<file path="src/hdl/odcc_pkg.sv">
`default_nettype none
package odcc_pkg;
   typedef struct packed {
      logic [7:0]  opcode;
      logic [1:0]  param_count;
      logic [7:0]  param_first;
      logic [7:0]  param_second;
      logic [7:0]  param_third;
      logic        phase;
      logic        track_found;
      logic [18:0] track_start;
   } req_type;

   typedef struct packed {
      logic [7:0] response_byte;
      logic [1:0] irq_kind;
      logic       last;
      logic       want_second_phase;
   } rsp_type;

   typedef enum logic [1:0] {
      ST_IDLE, ST_CALC, ST_BUILD, ST_EMIT
   } state_type;

   typedef struct packed {
      logic       load;
      logic       exec;
      logic       emit;
      logic       advance;
   } ctl_type;

   typedef struct packed {
      logic       has_rsp;
      logic       emit_last;
   } sts_type;

   localparam logic [1:0] CSR_FIRST_TRACK = 2'd0;
   localparam logic [1:0] CSR_LAST_TRACK  = 2'd1;
   localparam logic [1:0] CSR_LEAD_OUT    = 2'd2;
   localparam logic [1:0] CSR_REGION      = 2'd3;

   localparam logic [1:0] IRQ_ACK   = 2'd1;
   localparam logic [1:0] IRQ_DONE  = 2'd2;
   localparam logic [1:0] IRQ_ERROR = 2'd3;

   localparam logic [7:0] OP_GETSTAT  = 8'h01;
   localparam logic [7:0] OP_SETLOC   = 8'h02;
   localparam logic [7:0] OP_PLAY     = 8'h03;
   localparam logic [7:0] OP_FORWARD  = 8'h04;
   localparam logic [7:0] OP_BACKWARD = 8'h05;
   localparam logic [7:0] OP_READN    = 8'h06;
   localparam logic [7:0] OP_MOTORON  = 8'h07;
   localparam logic [7:0] OP_STOP     = 8'h08;
   localparam logic [7:0] OP_PAUSE    = 8'h09;
   localparam logic [7:0] OP_INIT     = 8'h0a;
   localparam logic [7:0] OP_MUTE     = 8'h0b;
   localparam logic [7:0] OP_DEMUTE   = 8'h0c;
   localparam logic [7:0] OP_SETMODE  = 8'h0e;
   localparam logic [7:0] OP_GETTN    = 8'h13;
   localparam logic [7:0] OP_GETTD    = 8'h14;
   localparam logic [7:0] OP_SEEKL    = 8'h15;
   localparam logic [7:0] OP_SEEKP    = 8'h16;
   localparam logic [7:0] OP_TEST     = 8'h19;
   localparam logic [7:0] OP_GETID    = 8'h1a;

   localparam logic [19:0] PREGAP     = 20'd150;
   localparam logic [18:0] SECTOR_MAX = 19'h7ffff;

   // Reciprocals for division by 4500 (shift 33) and by 75 (shift 27),
   // exact for any dividend below 2**20.
   localparam logic [40:0] RECIP_4500 = 41'd1908875;
   localparam logic [40:0] RECIP_75   = 41'd1789570;

   function automatic logic [7:0] bin_to_bcd(input logic [6:0] v);
      logic [14:0] prod;
      logic [3:0]  t;
      logic [6:0]  r;
      prod = 15'(v) * 15'd205;
      t = prod[14:11];
      r = v - 7'(t) * 7'd10;
      return {t, r[3:0]};
   endfunction

   function automatic logic [7:0] bcd_to_bin(input logic [7:0] b);
      return 8'(b[7:4]) * 8'd10 + 8'(b[3:0]);
   endfunction
endpackage
`default_nettype wire

</file>
<file path="src/hdl/odcc_datapath.sv">
`default_nettype none
module odcc_datapath (
   input  wire logic            clock,
   input  wire logic            reset,
   input  wire odcc_pkg::req_type req,
   input  wire odcc_pkg::ctl_type ctl,
   output      odcc_pkg::sts_type sts,
   input  wire logic            csr_write_enable,
   input  wire logic [1:0]      csr_index,
   input  wire logic [18:0]     csr_write_data,
   output      odcc_pkg::rsp_type rsp
);
   import odcc_pkg::*;

   req_type     req_ff;
   logic [6:0]  first_ff, last_trk_ff;
   logic [18:0] lead_ff;
   logic [1:0]  region_ff;
   logic [7:0]  status_ff, status_in;
   logic [7:0]  mode_ff, mode_in;
   logic [18:0] reqsec_ff, reqsec_in;
   logic [18:0] cursec_ff, cursec_in;
   logic [1:0]  play_ff, play_in;
   logic [7:0]  buf_ff [8];
   logic [7:0]  buf_in [8];
   logic [3:0]  cnt_ff, cnt_in;
   logic [2:0]  idx_ff;
   logic [1:0]  irq_ff, irq_in;
   logic        want_ff, want_in;
   logic [7:0]  p0, p1, p2;
   logic [19:0] lba_ff;
   logic [19:0] lba_calc;
   logic [19:0] td_calc;
   logic [40:0] min_prod;
   logic [40:0] q75_prod;
   logic [6:0]  minute_ff;
   logic [12:0] q75_ff;
   logic [12:0] sec_wide;
   logic [6:0]  secs_all;

   assign p0 = req_ff.param_count >= 2'd1 ? req_ff.param_first  : 8'd0;
   assign p1 = req_ff.param_count >= 2'd2 ? req_ff.param_second : 8'd0;
   assign p2 = req_ff.param_count == 2'd3 ? req_ff.param_third  : 8'd0;

   // Sector arithmetic is registered in the calculate cycle, ahead of the response build.
   always_comb begin
      lba_calc = 20'(bcd_to_bin(p0)) * 20'd4500 + 20'(bcd_to_bin(p1)) * 20'd75
               + 20'(bcd_to_bin(p2));
      if (p0 == 8'd0) td_calc = 20'(lead_ff);
      else if (req_ff.track_found) td_calc = 20'(req_ff.track_start);
      else td_calc = 20'd0;
      td_calc  = td_calc + PREGAP;
      min_prod = 41'(td_calc) * RECIP_4500;
      q75_prod = 41'(td_calc) * RECIP_75;
   end

   always_comb begin
      sec_wide = q75_ff - 13'(minute_ff) * 13'd60;
      secs_all = sec_wide[6:0];
   end

   always_comb begin
      status_in = status_ff;
      mode_in   = mode_ff;
      reqsec_in = reqsec_ff;
      cursec_in = cursec_ff;
      play_in   = play_ff;
      cnt_in    = 4'd0;
      irq_in    = IRQ_ACK;
      want_in   = 1'b0;
      for (int i = 0; i < 8; i++) buf_in[i] = 8'd0;
      unique case (req_ff.opcode)
         OP_GETSTAT: begin
            buf_in[0] = status_ff; cnt_in = 4'd1; status_in = status_ff & ~8'h10;
         end
         OP_SETLOC: begin
            if (lba_ff < PREGAP) reqsec_in = 19'd0;
            else if (lba_ff - PREGAP > 20'(SECTOR_MAX)) reqsec_in = SECTOR_MAX;
            else reqsec_in = 19'(lba_ff - PREGAP);
            buf_in[0] = status_ff; cnt_in = 4'd1;
         end
         OP_PLAY: begin
            if (req_ff.param_count != 2'd0 && req_ff.track_found)
               cursec_in = req_ff.track_start;
            status_in = status_ff | 8'ha0; play_in = 2'd0;
            buf_in[0] = status_in; cnt_in = 4'd1;
         end
         OP_FORWARD, OP_BACKWARD: begin
            play_in = req_ff.opcode == OP_FORWARD ? 2'd1 : 2'd2;
            buf_in[0] = status_ff; cnt_in = 4'd1;
         end
         OP_READN, OP_MOTORON: begin
            cursec_in = reqsec_ff; status_in = status_ff | 8'h20;
            buf_in[0] = status_in; cnt_in = 4'd1;
         end
         OP_STOP, OP_PAUSE: begin
            if (!req_ff.phase) want_in = 1'b1;
            else begin
               status_in = status_ff & (req_ff.opcode == OP_STOP ? ~8'h80 : ~8'h20);
               irq_in = IRQ_DONE;
            end
            buf_in[0] = status_in; cnt_in = 4'd1;
         end
         OP_INIT: begin
            if (!req_ff.phase) begin
               mode_in = 8'd0; status_in = (status_ff | 8'h02) & ~8'h60; want_in = 1'b1;
            end else irq_in = IRQ_DONE;
            buf_in[0] = status_in; cnt_in = 4'd1;
         end
         OP_MUTE, OP_DEMUTE: begin
            buf_in[0] = status_ff; cnt_in = 4'd1;
         end
         OP_SETMODE: begin
            mode_in = p0; buf_in[0] = status_ff; cnt_in = 4'd1;
         end
         OP_GETTN: begin
            buf_in[0] = status_ff; buf_in[1] = bin_to_bcd(first_ff);
            buf_in[2] = bin_to_bcd(last_trk_ff); cnt_in = 4'd3;
         end
         OP_GETTD: begin
            buf_in[0] = status_ff;
            buf_in[1] = bin_to_bcd(minute_ff);
            buf_in[2] = bin_to_bcd(secs_all); cnt_in = 4'd3;
         end
         OP_SEEKL, OP_SEEKP: begin
            cursec_in = reqsec_ff;
            if (req_ff.opcode == OP_SEEKP) status_in = status_ff & ~8'h80;
            buf_in[0] = status_in; cnt_in = 4'd1; irq_in = IRQ_DONE;
         end
         OP_TEST: begin
            if (p0 == 8'h20) begin
               buf_in[0] = 8'h95; buf_in[1] = 8'h05; buf_in[2] = 8'h16;
               buf_in[3] = 8'hc1; cnt_in = 4'd4;
            end
         end
         OP_GETID: begin
            if (!req_ff.phase) begin
               buf_in[0] = status_ff; cnt_in = 4'd1; want_in = 1'b1;
            end else if (region_ff != 2'd3) begin
               status_in = status_ff & ~8'h08;
               buf_in[0] = status_in; buf_in[2] = 8'h20; buf_in[4] = 8'h53;
               buf_in[5] = 8'h43; buf_in[6] = 8'h45;
               buf_in[7] = region_ff == 2'd0 ? 8'h49 : (region_ff == 2'd1 ? 8'h41 : 8'h45);
               cnt_in = 4'd8; irq_in = IRQ_DONE;
            end else begin
               status_in = status_ff | 8'h08;
               buf_in[0] = status_in; buf_in[1] = 8'h90;
               cnt_in = 4'd8; irq_in = IRQ_ERROR;
            end
         end
         default: cnt_in = 4'd0;
      endcase
   end

   always_ff @(posedge clock) begin
      if (ctl.load) req_ff <= req;
      if (ctl.exec) begin
         lba_ff    <= lba_calc;
         minute_ff <= min_prod[39:33];
         q75_ff    <= q75_prod[39:27];
      end
      if (ctl.emit) buf_ff <= buf_in;
      if (ctl.emit) irq_ff <= irq_in;
      if (ctl.emit) want_ff <= want_in;
      if (reset) begin
         first_ff <= 7'd1; last_trk_ff <= 7'd1; lead_ff <= 19'd0; region_ff <= 2'd3;
         status_ff <= 8'd0; mode_ff <= 8'd0; reqsec_ff <= 19'd0; cursec_ff <= 19'd0;
         play_ff <= 2'd0; cnt_ff <= 4'd0; idx_ff <= 3'd0;
      end else begin
         if (csr_write_enable) begin
            unique case (csr_index)
               CSR_FIRST_TRACK: first_ff    <= csr_write_data[6:0];
               CSR_LAST_TRACK:  last_trk_ff <= csr_write_data[6:0];
               CSR_LEAD_OUT:    lead_ff     <= csr_write_data;
               CSR_REGION:      region_ff   <= csr_write_data[1:0];
               default: ;
            endcase
         end
         if (ctl.emit) begin
            status_ff <= status_in; mode_ff <= mode_in; reqsec_ff <= reqsec_in;
            cursec_ff <= cursec_in; play_ff <= play_in; cnt_ff <= cnt_in;
            idx_ff <= 3'd0;
         end else if (ctl.advance) begin
            idx_ff <= idx_ff + 3'd1;
            if (sts.emit_last) cnt_ff <= 4'd0;
         end
      end
   end

   assign sts.has_rsp   = cnt_ff != 4'd0;
   assign sts.emit_last = 4'(idx_ff) + 4'd1 == cnt_ff;
   assign rsp.response_byte     = buf_ff[idx_ff];
   assign rsp.last              = sts.emit_last;
   assign rsp.irq_kind          = sts.emit_last ? irq_ff : 2'd0;
   assign rsp.want_second_phase = sts.emit_last & want_ff;
   logic unused_ok;
   assign unused_ok = ^{mode_ff, play_ff, cursec_ff, min_prod[40], min_prod[32:0],
                        q75_prod[40], q75_prod[26:0], sec_wide[12:7]};
endmodule
`default_nettype wire

</file>
<file path="src/hdl/odcc_control.sv">
`default_nettype none
module odcc_control (
   input  wire logic              clock,
   input  wire logic              reset,
   input  wire logic              req_valid,
   output      logic              req_ready,
   input  wire logic              rsp_ready,
   output      logic              rsp_valid,
   input  wire odcc_pkg::sts_type sts,
   output      odcc_pkg::ctl_type ctl
);
   import odcc_pkg::*;

   state_type state_ff, state_in;

   always_ff @(posedge clock) begin
      if (reset) state_ff <= ST_IDLE;
      else state_ff <= state_in;
   end

   always_comb begin
      state_in  = state_ff;
      ctl       = '0;
      req_ready = 1'b0;
      rsp_valid = 1'b0;
      unique case (state_ff)
         ST_IDLE: begin
            req_ready = 1'b1;
            if (req_valid) begin
               ctl.load = 1'b1; state_in = ST_CALC;
            end
         end
         ST_CALC: begin
            ctl.exec = 1'b1; state_in = ST_BUILD;
         end
         ST_BUILD: begin
            ctl.emit = 1'b1; state_in = ST_EMIT;
         end
         ST_EMIT: begin
            if (!sts.has_rsp) state_in = ST_IDLE;
            else begin
               rsp_valid   = 1'b1;
               ctl.advance = rsp_ready;
               if (rsp_ready && sts.emit_last) state_in = ST_IDLE;
            end
         end
         default: state_in = ST_IDLE;
      endcase
   end
endmodule
`default_nettype wire

</file>
<file path="src/hdl/optical_drive_command_controller.sv">
// Optical drive command processor.
// A command is a transfer on the req_ channel (valid/ready). The block
// executes it, updating status, mode and sector state, and then returns
// its response bytes as transfers on the rsp_ channel, one per cycle
// while rsp_ready is high; the final byte carries last, the interrupt
// kind and the second-phase request. Unknown commands give no bytes.
// Steps: the command is registered, sector arithmetic is formed, and
// the response buffer is built before the first byte is offered.
// Responses have 1 to 8 bytes; the next command is taken once the
// last byte has gone. A stalled receiver simply holds the current byte.
// Synchronous reset returns state to zero and configuration to its
// defaults: first and last track 1, lead-out 0, region unknown.
// Configuration writes through csr_ take effect at the next edge.
`default_nettype none
module optical_drive_command_controller (
   input  wire logic              clock,
   input  wire logic              reset,
   input  wire logic              req_valid,
   output      logic              req_ready,
   input  wire odcc_pkg::req_type req_data,
   output      logic              rsp_valid,
   input  wire logic              rsp_ready,
   output      odcc_pkg::rsp_type rsp_data,
   input  wire logic              csr_write_enable,
   input  wire logic [1:0]        csr_index,
   input  wire logic [18:0]       csr_write_data
);
   import odcc_pkg::*;

   ctl_type ctl;
   sts_type sts;
   logic    rsp_valid_i;

   odcc_control u_control (
      .clock, .reset, .req_valid, .req_ready, .rsp_ready,
      .rsp_valid(rsp_valid_i), .sts, .ctl
   );

   odcc_datapath u_datapath (
      .clock, .reset, .req(req_data), .ctl, .sts,
      .csr_write_enable, .csr_index, .csr_write_data, .rsp(rsp_data)
   );

   assign rsp_valid = rsp_valid_i;
endmodule
`default_nettype wire

</file>
<file path="config.mk">
export PLATFORM = sky130hd
export DESIGN_NAME = optical_drive_command_controller
export DESIGN_NICKNAME = d
export VERILOG_FILES = /design/src/hdl/odcc_pkg.sv /design/src/hdl/odcc_datapath.sv /design/src/hdl/odcc_control.sv /design/src/hdl/optical_drive_command_controller.sv
export SDC_FILE = /design/constraint.sdc
export NUM_CORES = 1
export LEC_CHECK = 0
export BUFFER_PORTS_ARGS = -buffer_cell sky130_fd_sc_hd__buf_2
export CORE_MARGIN = 1
export CORE_UTILIZATION = 35
export CTS_BUF_LIST = sky130_fd_sc_hd__clkbuf_16
export DETAILED_ROUTE_END_ITERATION = 7
export PLACE_DENSITY = 0.54
export SLEW_MARGIN = 20
export SYNTH_ARGS = -nofsm -noshare
export SYNTH_HDL_FRONTEND = slang
export SYNTH_SLANG_ARGS = --single-unit
</file>
<file path="constraint.sdc">
create_clock -name clock -period 11.2 [get_ports clock]
set_clock_uncertainty 0.2 [all_clocks]
set_input_delay 3.36 -clock clock [delete_from_list [all_inputs] [get_ports clock]]
set_output_delay 3.36 -clock clock [all_outputs]
set_load 0.02 [all_outputs]
</file>
==> results of run 1 <==
-- flip-flops by register name (all words and copies together), names as in the netlist, 4 cells and up --
register and flops:
u_datapath.last_trk_ff 7, u_datapath.buf_ff 27, u_datapath.req_ff 39, u_datapath.first_ff 7, u_datapath.minute_ff 7, u_datapath.status_ff 5, u_datapath.lead_ff 19, u_datapath.cnt_ff 4
u_datapath.q75_ff 7
-- critical path, delay by kind of cell (launching register included) --
kind	cells	cell delay (ns)
xor gates and xnor gates	2	0.67
DFF	1	0.36
adders and majority gates	8	3.69
AOI/OAI and AO/OA	9	2.30
and+or+nand+nor	2	0.72
muxes	1	0.24
buffers and inverters	7	1.17
-- Yosys cell counts (18+ instances only) --
library cell    n
fa_1          252
dfxtp_1        49
xor2_1         29
ha_1          485
nand3_1        26
nand2b_1       18
nor2_1         70
edfxtp_1       83
a21oi_1        87
nand2_1        89
xnor2_1        67
mux2i_1        33
inv_1         470
nor3_1         25
o21ai_0        51
clkbuf_1       27
-- final cells by class --
type	instances	share of cell area
well taps	773	0.04225
multi-input cells	1421	0.6802
clock buffers	20	0.02186
repair buffers	96	0.02295
inverters	470	0.07706
flip-flops and latches	132	0.1517
clock inverters	12	0.003880
diodes	1	0.0001093
-- cells by family after synthesis --
kind of cell             after synthesis
adder cells (fa/ha/maj)              737
buffers and inverters                505
AND/OR/NAND/NOR                      300
AO/OA/AOI/OAI                        244
flip-flops                           132
XOR/XNOR                              98
multiplexers                          42
-- worst max-delay path by stage --
stage          slack, ns                   end                   from
6_report            1.55  u_datapath.q75_ff[6]  u_datapath.req_ff[40]
5_1_grt             0.96  u_datapath.q75_ff[6]  u_datapath.req_ff[40]
4_1_cts             1.44  u_datapath.q75_ff[6]  u_datapath.req_ff[40]
3_5_place_dp        1.47  u_datapath.q75_ff[6]  u_datapath.req_ff[40]
3_3_place_gp        1.49  u_datapath.q75_ff[6]  u_datapath.req_ff[40]
2_1_floorplan       2.84  u_datapath.q75_ff[4]  u_datapath.req_ff[40]
-- per-stage QoR --
stage          setup WS [ns]  cells
6_report               1.549   2925
5_1_grt               0.9618   2925
4_1_cts                1.438   2924
3_5_place_dp           1.469   2892
3_3_place_gp           1.486   2892
2_1_floorplan          2.835   2058
-- cells in the final DEF, fill, tap and decap left out, types with 11 or more instances in the layout --
cell type / synthesis / routed
nand2_1: 89 / 89
a21oi_1: 87 / 87
o21ai_0: 51 / 51
nand4_1: 11 / 11
fa_1: 252 / 252
xor2_1: 29 / 28
nand3_1: 26 / 26
clkbuf_16: 0 / 20
dfxtp_1: 49 / 49
nor2_1: 70 / 69
mux2i_1: 33 / 33
ha_1: 485 / 485
buf_4: 0 / 18
buf_2: 0 / 78
nor3_1: 25 / 25
nand2b_1: 18 / 18
xnor2_1: 67 / 64
inv_1: 470 / 471
edfxtp_1: 83 / 83
-- routing by layer --
layer	vias to the layer above	GRT usage	wire length (um)
met5	-	0	0
met1	6772	0.2140	21620
met2	163	0.2918	23300
met3	43	0.02179	1138
li1	6948	-	-
met4	0	0.04375	1004
==> flow_metrics.py, run 1 <==
metrics = {
    "global_route": {
        "antenna_found_initial": 1,
        "grt_max_degree": 50,
        "grt_usage": 0.1666,
        "grt_overflow_total": 0,
        "grt_pass1_vias": 15178,
        "grt_pass1_wl_um": 79250,
    },
    "timing": {
        "worst_pin_slew_ns": 1.065,
        "max_freq_mhz": 103.6,
        "final-setup-viol-count": 0,
        "maxSlewHeadroom": 0.2828,
        "hold_viol": 0,
        "tns_ns": 0,
        "hold_ws_ns": 0.2663,
        "fin_crit_ns": 9.651,
        "rsz0062_at_grt": "false",
        "min_period_over_period": 0.8617,
        "slew_violations": 0,
    },
    "drt": {
        "drt_iter0_drc": 526,
        "wl_per_cell_um": 16.09,
        "antenna_left": 0,
        "drt-vias-per-instance": 4.761,
        "wirelength_um": 47060,
        "num_vias": 13926,
        "dr.pass1.iters": 5,
        "drc": 0,
    },
    "cells_and_area": {
        "area_growth_pct": 9.451,
        "final_area_sq_um": 22890,
        "register_area_sq_um": 3473,
        "num-nets-final": 2956,
        "multi_input_area_sq_um": 15570,
        "drive_gt1_frac": 0.07857,
        "fill_cells": 5921,
        "final_util": 0.3879,
    },
    "critical_path": {
        "worstSetupStartpointType": "register",
        "reg2reg_to": "u_datapath.q75_ff[6]",
        "cpPeakStageDelay_ns": 0.69,
        "crit_arrival_ns": 9.63,
        "required_ns": 11.18,
        "crit_slowest_cell": "fa_1",
        "r2r-start": "u_datapath.req_ff[40]",
        "reg2reg_depth": 29,
        "criticalPathCategory": "register to register",
        "worst-path-max-fanout": 15,
        "r2r_slack_ns": 1.55,
        "crit_path_end_kind": "register",
    },
    "logic_synthesis": {
        "synthMuxAreaShare": 0.02399,
        "synth_edf_count": 83,
        "netlist.area_leader.share": 0.2901,
        "syn_avg_cell_area_sq_um": 10.16,
        "synth-simple-area-share": 0.07023,
        "synthAdderAreaFrac": 0.5313,
        "yosysUniqueCellTypes": 78,
        "ys_seq_area_frac": 0.1661,
        "synth_async_sr_flop_share": 0,
        "synthFlopType": "edfxtp_1",
        "synth_warnings": 0,
        "synth_top_family_by_area": "adder cells",
        "yosys.area.top_type": "ha_1",
        "synth_area_leaders": "ha_1 29%, fa_1 24%, edfxtp_1 12%",
        "syn_inst": 2058,
        "ys_ff_latch": 132,
        "synth_area_sq_um": 20920,
        "synth_compound_area_frac": 0.07501,
        "synth_xor_area_frac": 0.04205,
        "synth_fp_nets": 2876,
    },
    "placement": {
        "io_buffers": 78,
        "postPlaceCellArea_sq_um": 22300,
        "place_hpwl_um": 40530,
        "routabilityCongestion": 0.8809,
    },
    "clock_tree": {
        "ctsLongestPathBuffers": 2,
        "insertion_delay_ns": 0.43,
        "cts_resized": 0,
        "cts_buffers": 17,
        "postCtsHoldBufs": 0,
        "post_cts_buffers": 0,
        "htree_levels": 4,
        "clock-root-buffer": "clkbuf_16",
        "cts.clk_slew.worst_paths_ns": 0.06,
        "clock_sinks": 132,
        "tritoncts": "done",
    },
    "die": {
        "dieArea_sq_um": 60740,
        "fp.coreArea_sq_um": 59020,
        "row_count": 89,
        "top_level_ports": 95,
        "chipHeight_um": 246.5,
        "initial_core_util": 0.3544,
        "dieWidth_um": 246.5,
    },
    "hold_path": {
        "hold_path_depth": 2,
        "hp-start": "u_datapath.lead_ff[8]",
        "hold_end": "u_datapath.lead_ff[8]",
        "hold_class": "register to register",
    },
    "status": {
        "status": "completed",
    },
    "job": {
        "cap_violations": 0,
    },
}
Power of run 1 is left out: the tool's default activity adds up to more than one toggle a clock period on the data nets, which glitch-free logic cannot reach.
==> inputs of run 2 (changes only) <==
--- a/config.mk
+++ b/config.mk
@@ -12,4 +12,5 @@
 export DETAILED_ROUTE_END_ITERATION = 7
 export PLACE_DENSITY = 0.54
+export REMOVE_ABC_BUFFERS = 1
 export SLEW_MARGIN = 20
 export SYNTH_ARGS = -nofsm -noshare
--- a/constraint.sdc
+++ b/constraint.sdc
@@ -3,3 +3,3 @@
 set_input_delay 3.36 -clock clock [delete_from_list [all_inputs] [get_ports clock]]
 set_output_delay 3.36 -clock clock [all_outputs]
-set_load 0.02 [all_outputs]
+set_load 0.005 [all_outputs]
==> run 2 against run 1 <==
  * Highest routed layer unchanged
  * Sequential cell count did not move
  * Die area did not move
  * Largest cell class unchanged
  * Sequential share of layout area barely moved
==> flow_metrics.py, run 2 (synthesis results as in run 1) <==
metrics = {
    "global_route": {
        "grt_pass1_wl_um": 78450,
        "grt_overflow_total": 0,
        "grt_usage": 0.1652,
        "grt_pass1_vias": 15045,
        "grtUsageMet3": 0.01460,
        "antenna_found_initial": 0,
        "grtUsageMet1": 0.2147,
        "top_usage_layer": "met2",
        "gr-usage-met2": 0.2925,
        "grt_max_degree": 50,
    },
    "die": {
        "fp.coreArea_sq_um": 59020,
        "top_level_ports": 95,
        "initial_core_util": 0.3544,
        "chipHeight_um": 246.5,
        "row_count": 89,
        "dieWidth_um": 246.5,
        "dieArea_sq_um": 60740,
    },
    "timing": {
        "maxSlewHeadroom": 0.2391,
        "hold_viol": 0,
        "max_freq_mhz": 104.6,
        "worst_pin_slew_ns": 1.129,
        "slew_violations": 0,
        "final-setup-viol-count": 0,
        "rsz0062_at_grt": "false",
        "fin_crit_ns": 9.560,
        "tns_ns": 0,
        "min_period_over_period": 0.8536,
    },
    "critical_path": {
        "cpPeakStageDelay_ns": 0.81,
        "crit_arrival_ns": 9.54,
        "required_ns": 11.18,
        "worst-path-max-fanout": 15,
        "r2r_slack_ns": 1.64,
        "crit_slowest_cell": "a211oi_1",
        "cpMostUsedCell": "fa_1",
        "worstSetupStartpointType": "register",
        "crit_path_end_kind": "register",
        "criticalPathCategory": "register to register",
    },
    "placement": {
        "place_hpwl_um": 40540,
        "dpl.cell_count": 2893,
        "io_buffers": 78,
        "routabilityCongestion": 0.8566,
        "postPlaceCellArea_sq_um": 22290,
    },
    "clock_tree": {
        "post_cts_buffers": 0,
        "cts.clk_slew.worst_paths_ns": 0.06,
        "insertion_delay_ns": 0.44,
        "clock-root-buffer": "clkbuf_16",
        "cts_resized": 0,
        "cts_buffers": 17,
        "tritoncts": "done",
        "ctsLongestPathBuffers": 2,
        "htree_levels": 4,
        "postCtsHoldBufs": 0,
        "clock_sinks": 132,
    },
    "cells_and_area": {
        "final_area_sq_um": 22830,
        "final_util": 0.3869,
        "reg.largest.list": "u_datapath.req_ff (39), u_datapath.buf_ff (27), u_datapath.lead_ff (19)",
        "instances_no_fill": 2925,
        "largest_reg_flops": 39,
        "final_cell_mix": "485 x ha_1, 471 x inv_1, 252 x fa_1",
        "area_growth_pct": 9.158,
        "top_register": "u_datapath.req_ff",
        "insertedDiodeCount": 0,
        "drive_gt1_frac": 0.07528,
        "num-nets-final": 2957,
        "fill_cells": 5875,
        "layout_commonest_cell": "ha_1",
    },
    "status": {
        "status": "completed",
    },
    "drt": {
        "wl_per_cell_um": 16.08,
        "antenna_left": 0,
        "wirelength_um": 47040,
        "drc": 0,
        "drt-vias-per-instance": 4.783,
        "drt_iter0_drc": 587,
        "num_vias": 13990,
        "dr.pass1.iters": 5,
    },
    "job": {
        "cap_violations": 0,
    },
    "hold_path": {
        "hold_class": "register to register",
    },
}
-- run 2: area by class of cell --
class | instances | area, sq um | area share
clock inverters | 15 | 115.1 | 0.005042
repair buffers | 97 | 536.8 | 0.02351
clock buffers | 17 | 425.4 | 0.01863
inverters | 470 | 1764 | 0.07727
multi-input cells | 1421 | 15550 | 0.6811
flip-flops and latches | 132 | 3473 | 0.1521
well taps | 773 | 967.2 | 0.04236
-- run 2: final timing paths --
check,depth (start not counted),to,from
setup reg to reg,29,u_datapath.minute_ff[4],u_datapath.req_ff[40]
hold reg to reg,2,u_datapath.lead_ff[8],u_datapath.lead_ff[8]
setup / recovery,29,u_datapath.minute_ff[4],u_datapath.req_ff[40]
hold / removal,2,u_datapath.lead_ff[8],u_datapath.lead_ff[8]
-- run 2: per-layer routing --
metal	wire length, um	share of wire
met2	23230	0.49
met1	21980	0.47
met5	0	0
met4	877	0.019
met3	945	0.020
-- run 2: critical path, delay by kind of cell, from the launching register on --
| family | cells | cell delay, ns |
|---|---|---|
| xor+xnor | 3 | 0.41 |
| simple gates | 5 | 1.28 |
| compound gates | 6 | 2.13 |
| buf+inv | 5 | 0.53 |
| flops | 1 | 0.36 |
| fa+ha+maj | 8 | 3.60 |
| mux | 2 | 0.77 |
-- run 2: metrics by stage --
step,hold slack [ns],worst slack (ns)
3_3_place_gp,0.2541,1.602
6_report,0.2669,1.640
3_5_place_dp,0.2542,1.555
5_1_grt,0.2788,1.078
2_1_floorplan,0.2296,2.464
4_1_cts,0.2700,1.545
Power of run 2 is left out for the same reason.
==> inputs of run 3 (changes only) <==
CORE_ASPECT_RATIO = 1.1   (was not set)
==> run 3 against run 2 <==
  * Sequential share of layout area about the same
  * Critical path depth unchanged
  * Die area about the same
  * Clock-buffer cell count up 2
  * Setup slack better by 0.22 ns
  * Sequential cell count unchanged
  * Worst hold slack worse by 0.00064 ns
  * Global-route usage about the same
  * Via count about the same
  * Register-to-register slack better by 0.22 ns
  * Critical endpoint is now u_datapath.q75_ff[6]
  * Highest routed layer unchanged
==> flow_metrics.py, run 3 (synthesis results as in run 1) <==
metrics = {
    "status": {
        "status": "completed",
    },
    "cells_and_area": {
        "insertedDiodeCount": 0,
        "area_growth_pct": 9.224,
        "final_cell_mix": "485 x ha_1, 472 x inv_1, 252 x fa_1",
        "final_util": 0.3888,
        "largest_reg_flops": 39,
        "instances_no_fill": 2913,
        "top_register": "u_datapath.req_ff",
        "fill_cells": 5846,
        "drive_gt1_frac": 0.07710,
        "layout_commonest_cell": "ha_1",
        "reg.largest.list": "u_datapath.req_ff (39), u_datapath.buf_ff (27), u_datapath.lead_ff (19)",
        "num-nets-final": 2958,
    },
    "clock_tree": {
        "clock_sinks": 132,
        "clock-root-buffer": "clkbuf_16",
        "postCtsHoldBufs": 0,
        "cts_resized": 0,
        "htree_levels": 4,
        "insertion_delay_ns": 0.45,
        "cts_buffers": 17,
        "post_cts_buffers": 0,
        "ctsLongestPathBuffers": 2,
        "tritoncts": "done",
        "cts.clk_slew.worst_paths_ns": 0.06,
    },
    "timing": {
        "final-setup-viol-count": 0,
        "max_freq_mhz": 107.1,
        "worst_pin_slew_ns": 1.027,
        "fin_crit_ns": 9.341,
        "min_period_over_period": 0.8340,
        "setup_ws_ns": 1.859,
        "rsz0062_at_grt": "false",
        "maxSlewHeadroom": 0.3101,
        "tns_ns": 0,
        "slew_violations": 0,
        "hold_viol": 0,
    },
    "drt": {
        "drt_iter0_drc": 549,
        "wl_per_cell_um": 16.16,
        "num_vias": 13993,
        "drt-vias-per-instance": 4.804,
        "antenna_left": 0,
        "wirelength_um": 47080,
        "drc": 0,
        "dr.pass1.iters": 5,
    },
    "job": {
        "cap_violations": 0,
    },
    "die": {
        "initial_core_util": 0.3559,
        "row_count": 93,
        "fp.coreArea_sq_um": 58760,
        "top_level_ports": 95,
        "dieWidth_um": 235.1,
        "dieArea_sq_um": 60740,
        "chipHeight_um": 258.4,
    },
    "critical_path": {
        "reg2reg_to": "u_datapath.q75_ff[6]",
        "r2r-start": "u_datapath.req_ff[44]",
        "critPathTopFamily": "adder cells",
        "crit_slowest_cell": "fa_1",
        "crit_end": "u_datapath.q75_ff[6]",
        "crit_path_end_kind": "register",
        "startpoint": "u_datapath.req_ff[44]",
        "required_ns": 11.19,
        "worst-path-max-fanout": 27,
        "reg2reg_depth": 29,
        "worstSetupStartpointType": "register",
        "path_buf_inv": 7,
        "crit_arrival_ns": 9.33,
        "criticalPathCategory": "register to register",
        "cp.depth": 29,
        "cpPeakStageDelay_ns": 0.69,
        "r2r_slack_ns": 1.86,
    },
    "placement": {
        "place_hpwl_um": 40460,
        "io_buffers": 78,
        "routabilityCongestion": 0.8720,
        "post-place-ws_ns": 1.799,
        "dpl.cell_count": 2881,
    },
    "global_route": {
        "antenna_found_initial": 0,
        "grt_overflow_total": 0,
        "grt_pass1_wl_um": 79330,
        "grt_max_degree": 50,
        "grt_pass1_vias": 15215,
        "grt_usage": 0.1650,
    },
    "hold_path": {
        "hp-start": "u_datapath.lead_ff[16]",
        "hold_class": "register to register",
    },
}
-- run 3: worst min-delay path by stage --
stage | depth (start not counted) | endpoint | slack, ns
after CTS | 2 | u_datapath.lead_ff[16] | 0.27
after global placement | 2 | u_datapath.status_ff[1] | 0.25
after floorplan | 2 | u_datapath.lead_ff[0] | 0.23
after detailed placement | 2 | u_datapath.lead_ff[16] | 0.26
final | 2 | u_datapath.lead_ff[16] | 0.27
after global routing | 2 | u_datapath.lead_ff[16] | 0.30
-- run 3: routing by layer --
| metal | vias up | part of all wire | wire (um) | track usage |
|---|---|---|---|---|
| met3 | 46 | 0.020 | 948 | 0.01928 |
| met2 | 157 | 0.51 | 24080 | 0.3024 |
| li1 | 6947 | - | - | - |
| met5 | - | 0 | 0 | 0 |
| met4 | 0 | 0.020 | 931 | 0.04075 |
| met1 | 6843 | 0.45 | 21120 | 0.2050 |
-- run 3: final cells by class --
cell class	count	area [sq um]	share of cell area
Multi-Input combinational cell	1421	15550	0.6805
Sequential cell	132	3473	0.1520
Inverter	470	1764	0.07722
Tap cell	760	950.9	0.04162
Timing Repair Buffer	98	540.5	0.02366
Clock buffer	19	475.5	0.02081
Clock inverter	13	95.09	0.004162
-- run 3: worst reg2reg max path: cells and delay by family, from the launching register on --
kind,cells,cell delay [ns]
AOI/OAI and AO/OA,9,2.01
xor gates and xnor gates,2,0.68
adders and majority gates,8,3.74
buffers and inverters,7,1.11
DFF,1,0.38
muxes,1,0.28
and+or+nand+nor,2,0.71
-- run 3: through the flow --
step | hold WS, ns | area (sq um)
2_1_floorplan | 0.2296 | 20770
3_3_place_gp | 0.2538 | 22280
3_5_place_dp | 0.2617 | 22280
4_1_cts | 0.2693 | 22850
5_1_grt | 0.3015 | 22850
6_report | 0.2663 | 22850
Power of run 3 is left out for the same reason.
